$ cat src/rhsm_pkg.sv
package rhsm_pkg;

    localparam int MAX_PATTERN = 32;
    localparam int LEN_W       = $clog2(MAX_PATTERN + 1);
    localparam int BYTE_W      = 8;
    localparam int HASH_W      = 32;
    localparam int CMD_W       = 2;

    localparam logic [CMD_W-1:0] CMD_CLEAR   = 2'd0;
    localparam logic [CMD_W-1:0] CMD_PATTERN = 2'd1;
    localparam logic [CMD_W-1:0] CMD_TEXT    = 2'd2;

    typedef logic [BYTE_W-1:0] t_byte;

    typedef struct packed {
        logic pat_shift;
        logic win_shift;
        logic active;
        logic sel_old;
    } t_cell_ctl;

endpackage

$ cat src/rolling_hash_string_matcher.sv
// Each result passes a staging register, then the output register.
// Throughput: one item per cycle; the input stalls only while a computed
// result waits behind an output that is stalled.
// Reset: synchronous, active low; empties pattern and text state at once,
// no clearing pass. Pattern and window bytes sit in a row of cells.
module rolling_hash_string_matcher (
    input  logic                            i_clk,
    input  logic                            i_rst_n,
    input  logic                            i_valid,
    output logic                            o_stall,
    input  logic [rhsm_pkg::CMD_W-1:0]      i_cmd,
    input  logic [rhsm_pkg::BYTE_W-1:0]     i_data_byte,
    output logic                            o_valid,
    input  logic                            i_stall,
    output logic                            o_found,
    output logic [rhsm_pkg::HASH_W-1:0]     o_position,
    output logic [rhsm_pkg::HASH_W-1:0]     o_window_hash,
    output logic [rhsm_pkg::HASH_W-1:0]     o_pattern_hash,
    output logic                            o_pattern_overflow
);

    localparam int N  = rhsm_pkg::MAX_PATTERN;
    localparam int LW = rhsm_pkg::LEN_W;
    localparam int HW = rhsm_pkg::HASH_W;

    logic [LW-1:0] r_len,    n_len;
    logic [HW-1:0] r_ph,     n_ph;
    logic [HW-1:0] r_weight, n_weight;
    logic [HW-1:0] r_wh,     n_wh;
    logic [HW-1:0] r_cnt,    n_cnt;
    logic          r_ovf,    n_ovf;
    logic          r_s_valid, n_s_valid;
    logic          r_s_text,  n_s_text;
    logic          r_out_valid, n_out_valid;
    logic          r_found;
    logic [HW-1:0] r_pos;
    logic [HW-1:0] r_owh;
    logic [HW-1:0] r_oph;
    logic          r_oovf;

    logic          accept;
    logic          out_free;
    logic          pat_shift;
    logic          win_shift;
    logic          roll;
    logic [HW-1:0] prod;
    logic          found_c;

    rhsm_pkg::t_byte w_pat [N+1];
    rhsm_pkg::t_byte w_win [N+1];
    rhsm_pkg::t_byte w_old [N+1];
    logic            w_all [N+1];

    assign out_free = !r_out_valid || !i_stall;
    assign o_stall  = r_s_valid && !out_free;
    assign accept   = i_valid && !o_stall;

    assign pat_shift = accept && (i_cmd == rhsm_pkg::CMD_PATTERN) && (r_len < LW'(N));
    assign win_shift = accept && (i_cmd == rhsm_pkg::CMD_TEXT);

    assign w_pat[0] = i_data_byte;
    assign w_win[0] = i_data_byte;
    assign w_old[0] = '0;
    assign w_all[0] = 1'b1;

    genvar j;
    generate
        for (j = 0; j < N; j++) begin : g_cell
            rhsm_pkg::t_cell_ctl ctl;
            assign ctl.pat_shift = pat_shift;
            assign ctl.win_shift = win_shift;
            assign ctl.active    = LW'(j) < r_len;
            assign ctl.sel_old   = LW'(j + 1) == r_len;
            rhsm_cell u_cell (
                .i_clk (i_clk),
                .i_ctl (ctl),
                .i_pat (w_pat[j]),
                .i_win (w_win[j]),
                .i_old (w_old[j]),
                .i_all (w_all[j]),
                .o_pat (w_pat[j+1]),
                .o_win (w_win[j+1]),
                .o_old (w_old[j+1]),
                .o_all (w_all[j+1])
            );
        end
    endgenerate

    assign roll = (r_len != '0) && (r_cnt >= HW'(r_len));
    assign prod = {{(HW-rhsm_pkg::BYTE_W){1'b0}}, w_old[N]} * r_weight;

    always_comb begin
        n_len    = r_len;
        n_ph     = r_ph;
        n_weight = r_weight;
        n_wh     = r_wh;
        n_cnt    = r_cnt;
        n_ovf    = r_ovf;
        if (accept) begin
            case (i_cmd)
                rhsm_pkg::CMD_CLEAR: begin
                    n_len    = '0;
                    n_ph     = '0;
                    n_weight = HW'(1);
                    n_wh     = '0;
                    n_cnt    = '0;
                    n_ovf    = 1'b0;
                end
                rhsm_pkg::CMD_PATTERN: begin
                    if (pat_shift) begin
                        n_len = r_len + LW'(1);
                        n_ph  = (r_ph << 1) + HW'(i_data_byte);
                        if (r_len != '0) begin
                            n_weight = r_weight << 1;
                        end
                        n_wh  = '0;
                        n_cnt = '0;
                    end else begin
                        n_ovf = 1'b1;
                    end
                end
                rhsm_pkg::CMD_TEXT: begin
                    if (roll) begin
                        n_wh = ((r_wh - prod) << 1) + HW'(i_data_byte);
                    end else begin
                        n_wh = (r_wh << 1) + HW'(i_data_byte);
                    end
                    if (r_cnt != '1) begin
                        n_cnt = r_cnt + HW'(1);
                    end
                end
                default: begin
                end
            endcase
        end
    end

    always_comb begin
        n_s_valid   = r_s_valid;
        n_s_text    = r_s_text;
        n_out_valid = r_out_valid;
        if (out_free) begin
            n_out_valid = r_s_valid;
            n_s_valid   = 1'b0;
        end
        if (accept) begin
            n_s_valid = 1'b1;
            n_s_text  = i_cmd == rhsm_pkg::CMD_TEXT;
        end
    end

    assign found_c = r_s_text && roll && (r_wh == r_ph) && w_all[N];

    always_ff @(posedge i_clk) begin
        if (!i_rst_n) begin
            r_len       <= '0;
            r_ph        <= '0;
            r_weight    <= HW'(1);
            r_wh        <= '0;
            r_cnt       <= '0;
            r_ovf       <= 1'b0;
            r_s_valid   <= 1'b0;
            r_s_text    <= 1'b0;
            r_out_valid <= 1'b0;
        end else begin
            r_len       <= n_len;
            r_ph        <= n_ph;
            r_weight    <= n_weight;
            r_wh        <= n_wh;
            r_cnt       <= n_cnt;
            r_ovf       <= n_ovf;
            r_s_valid   <= n_s_valid;
            r_s_text    <= n_s_text;
            r_out_valid <= n_out_valid;
        end
    end

    always_ff @(posedge i_clk) begin
        if (out_free && r_s_valid) begin
            r_found <= found_c;
            r_pos   <= found_c ? (r_cnt - HW'(r_len)) : '0;
            r_owh   <= r_wh;
            r_oph   <= r_ph;
            r_oovf  <= r_ovf;
        end
    end

    assign o_valid            = r_out_valid;
    assign o_found            = r_found;
    assign o_position         = r_pos;
    assign o_window_hash      = r_owh;
    assign o_pattern_hash     = r_oph;
    assign o_pattern_overflow = r_oovf;

endmodule

$ cat src/rhsm_cell.sv
module rhsm_cell (
    input  logic                 i_clk,
    input  rhsm_pkg::t_cell_ctl  i_ctl,
    input  rhsm_pkg::t_byte      i_pat,
    input  rhsm_pkg::t_byte      i_win,
    input  rhsm_pkg::t_byte      i_old,
    input  logic                 i_all,
    output rhsm_pkg::t_byte      o_pat,
    output rhsm_pkg::t_byte      o_win,
    output rhsm_pkg::t_byte      o_old,
    output logic                 o_all
);

    rhsm_pkg::t_byte r_pat;
    rhsm_pkg::t_byte r_win;

    always_ff @(posedge i_clk) begin
        if (i_ctl.pat_shift) begin
            r_pat <= i_pat;
        end
        if (i_ctl.win_shift) begin
            r_win <= i_win;
        end
    end

    assign o_pat = r_pat;
    assign o_win = r_win;
    assign o_old = i_old | (i_ctl.sel_old ? r_win : '0);
    assign o_all = i_all & (!i_ctl.active || (r_pat == r_win));

endmodule

$ cat config.mk
export PLATFORM = sky130hd
export DESIGN_NAME = rolling_hash_string_matcher
export DESIGN_NICKNAME = d
export VERILOG_FILES = /design/src/rhsm_pkg.sv /design/src/rolling_hash_string_matcher.sv /design/src/rhsm_cell.sv
export SDC_FILE = /design/constraint.sdc
export NUM_CORES = 2
export LEC_CHECK = 0
export BUFFER_PORTS_ARGS = -buffer_cell sky130_fd_sc_hd__buf_2
export CAP_MARGIN = 25
export CELL_PAD_IN_SITES_DETAIL_PLACEMENT = 1
export CELL_PAD_IN_SITES_GLOBAL_PLACEMENT = 2
export CORE_ASPECT_RATIO = 0.5
export CORE_MARGIN = 3
export CORE_UTILIZATION = 47
export CTS_CLUSTER_DIAMETER = 80
export DETAILED_ROUTE_END_ITERATION = 7
export GPL_ROUTABILITY_DRIVEN = 0
export GPL_TIMING_DRIVEN = 0
export PLACE_DENSITY_LB_ADDON = 0.1
export SETUP_SLACK_MARGIN = 0.1
export SLEW_MARGIN = 20
export SYNTH_ARGS = -nofsm -noshare
export SYNTH_HDL_FRONTEND = slang
export SYNTH_HIERARCHICAL = 1
export SYNTH_SLANG_ARGS = --single-unit
$ cat constraint.sdc
create_clock -name i_clk -period 18.5 [get_ports i_clk]
set_clock_uncertainty 0.1 [all_clocks]
set_input_delay 2.775 -clock i_clk [delete_from_list [all_inputs] [get_ports i_clk]]
set_output_delay 2.775 -clock i_clk [all_outputs]
set_load 0.05 [all_outputs]
==> impl_metrics.py <==
metrics = {
    "critical_path": {
        "crit_type": "flip-flop to flip-flop",
        "cpMostUsedCell": "a21o_2",
        "startpoint_type": "flip-flop",
        "required_ns": 18.95,
        "slowest_delay_ns": 0.54,
        "cp_max_fo": 10,
        "cp_slowest_cell": "fa_1",
        "endpoint_kind": "flip-flop",
        "worst_ep_arrival_time_ns": 15.70,
    },
    "synthesis": {
        "synth_area_mm2": 0.0401,
        "synth_edf_count": 610,
        "syn-mean-instance-area_um2": 11.8,
        "async_reset_ff_share_pct": 0,
        "synth_cell_types": 79,
        "yosys_warnings": 6,
        "syn_inst": 3395,
        "synth-seq-cells": 747,
        "synth_ff_type": "edfxtp_1",
        "ys_seq_area_share_pct": 52.5,
    },
    "power_and_ir_drop": {
        "powerDensity_mw_per_mm2": 86.3,
        "vdd_ir_drop_max_v": 0.0000773,
        "p_leak_uw": 0.0169,
    },
    "placed_design": {
        "post_dp_cell_area_mm2": 0.0425,
        "dp_hpwl_mm": 81.6,
        "port_buffers": 113,
    },
    "cts": {
        "htreeDepth": 3,
        "clk_pin_slew_ns": 0.07,
        "post_cts_resized": 0,
        "numCtsBuffers": 71,
        "cts.sinks": 747,
        "cts_root_buf": "clkbuf_16",
        "clock_latency_ns": 0.66,
        "cts_tree": "built",
        "postCtsSetupBuffers": 0,
        "holdBufCountCts": 0,
        "cts_buffer_depth": 3,
    },
    "sta": {
        "fin_crit_ns": 15.24,
        "hold_violations": 0,
        "setup_violations": 0,
        "min_period_over_period_pct": 82.4,
        "rsz0062_at_grt": "false",
        "setup_tns_ns": 0,
        "drv_slew": 0,
        "fmax_mhz": 65.6,
        "worst-slew-pin-transition_ns": 1.13,
        "slew_headroom_pct": 24.5,
    },
    "route": {
        "dr.pass1.iters": 5,
        "drt-initial-drc-count": 1703,
        "drc_errors": 0,
        "wire_per_inst_um": 22.9,
        "routed_via_density": 5.51,
        "routed_wl_mm": 109,
        "vias": 26300,
        "ant_nets": 0,
    },
    "floorplanning": {
        "ioPinCount": 114,
        "coreArea_mm2": 0.0842,
        "dieArea_mm2": 0.0890,
        "die_h_um": 212,
        "row_count": 75,
        "initial_core_util_pct": 47.6,
        "die_w_um": 419,
    },
    "final_layout": {
        "mostFrequentLayoutCell": "edfxtp_1",
        "nFillCells": 8743,
        "layout.nets": 3868,
        "synthToLayoutAreaGrowth_pct": 11.8,
        "drive_gt1_share_pct": 8.00,
        "mostFrequentLayoutCells": "610 x edfxtp_1, 360 x xnor2_1, 274 x inv_1",
        "design_area_mm2": 0.0448,
    },
    "grt": {
        "grt_max_degree": 51,
        "track_usage_pct": 24.7,
        "grt_pass1_vias": 27800,
        "grt_antenna_before_repair": 1,
        "grt_pass1_wl_mm": 168,
        "overflow": 0,
    },
    "run_status": {
        "status": "completed",
    },
    "hold_path": {
        "hold_class": "flip-flop to flip-flop",
    },
    "run": {
        "maxCapViolCount": 0,
    },
}
-- per-layer routing --
metal  GRT usage, %  routed length (um)  up-vias
li1               -                   -    12200
met1           33.8               50100    13600
met2           42.5               53900      387
met3           3.14                3500      115
met4           5.31                1870        0
met5              0                   0        -
-- kinds of logic after synthesis --
family,synth area share [%]
XOR/XNOR,9.23
adder cells (fa/ha/maj),11.2
multiplexers,0.0999
flip-flops,52.5
other,0.0187
AND/OR/NAND/NOR,11.9
AO/OA/AOI/OAI,10.9
buffers and inverters,4.11
-- final timing paths --
path         startpoint                  to  slack, ns  cells past startpoint
max            r_len[5]            r_wh[30]       3.26                     60
min            r_ph[25]  o_pattern_hash[25]       0.33                      0
max reg2reg    r_len[5]            r_wh[30]       3.26                     60
min reg2reg    r_ph[25]  o_pattern_hash[25]       0.33                      0
-- metrics by stage --
| step | worst slack, ns | power (uW) | hold slack (ns) | cells | utilization, % |
|---|---|---|---|---|---|
| final | 3.26 | 3860 | 0.330 | 4779 | 53.2 |
| after global routing | 2.55 | 4020 | 0.357 | 4778 | 53.2 |
| after CTS | 3.35 | 3910 | 0.332 | 4778 | 53.2 |
| after detailed placement | 3.44 | 2420 | 0.317 | 4647 | 50.5 |
| after global placement | 1.67 | 2420 | 0.320 | 4631 | 50.0 |
| after floorplan | 5.94 | 2280 | 0.306 | 3402 | - |
-- where the power goes --
part	switching, uW	internal [uW]	total, uW	leakage, uW
Sequential	34.7	1850	1890	0.00675
Clock	661	818	1480	0.00112
Combinational	314	181	495	0.00898
Total	1010	2850	3860	0.0169
-- worst max-delay path, delay by kind of cell, from the launching register on --
kind | cells | cell delay (ns)
buffers and inverters | 9 | 2.41
flip-flops | 1 | 0.39
AO/OA/AOI/OAI | 36 | 7.53
adder cells (fa/ha/maj) | 5 | 2.27
AND/OR/NAND/NOR | 10 | 2.42
-- state kept, by name, indices dropped and copies added (netlist names), 6 cells and up --
register / count
r_len: 6
r_ph: 32
g_cell.u_cell/o_win: 256
r_weight: 31
r_cnt: 32
o_position: 32
o_pattern_hash: 32
g_cell.u_cell/o_pat: 256
o_window_hash: 32
r_wh: 32
-- synth_stat cells (all sizes together) (5+ instances only) --
library cell	number	area share, %
and2	188	2.9
o31ai	9	0.18
xor2	60	1.3
a31oi	6	0.094
nand2b	5	0.078
or4	5	0.11
a22oi	27	0.51
nor3	49	0.61
o21a	10	0.19
nor2	122	1.1
edfxtp	610	46
clkbuf	129	1.2
a21o	274	5.2
o21bai	9	0.17
inv	274	2.6
o22ai	5	0.078
fa	180	9.0
nand2	254	2.4
nand4	95	1.5
a211oi	8	0.15
ha	70	2.2
and4	6	0.13
o211ai	11	0.21
and3	22	0.34
or2	5	0.078
o21ai	112	1.4
nor4	21	0.42
nor2b	46	0.72
a21boi	47	0.89
a21oi	70	0.87
nand3	77	0.99
nor3b	6	0.11
or3	17	0.27
dfxtp	137	6.8
buf	16	0.31
xnor2	360	7.9
-- area by class of cell --
class / count / area, um2 / area share [%]
clock buffers: 98 / 1990 / 4.45
flip-flops and latches: 747 / 21100 / 47.0
well taps: 1116 / 1400 / 3.12
repair buffers: 129 / 961 / 2.14
multi-input cells: 2233 / 17400 / 38.9
plain buffers: 145 / 617 / 1.38
clock inverters: 33 / 322 / 0.718
diodes: 1 / 2.50 / 0.00559
inverters: 277 / 1040 / 2.32
Power figures use the tool's default switching activity.
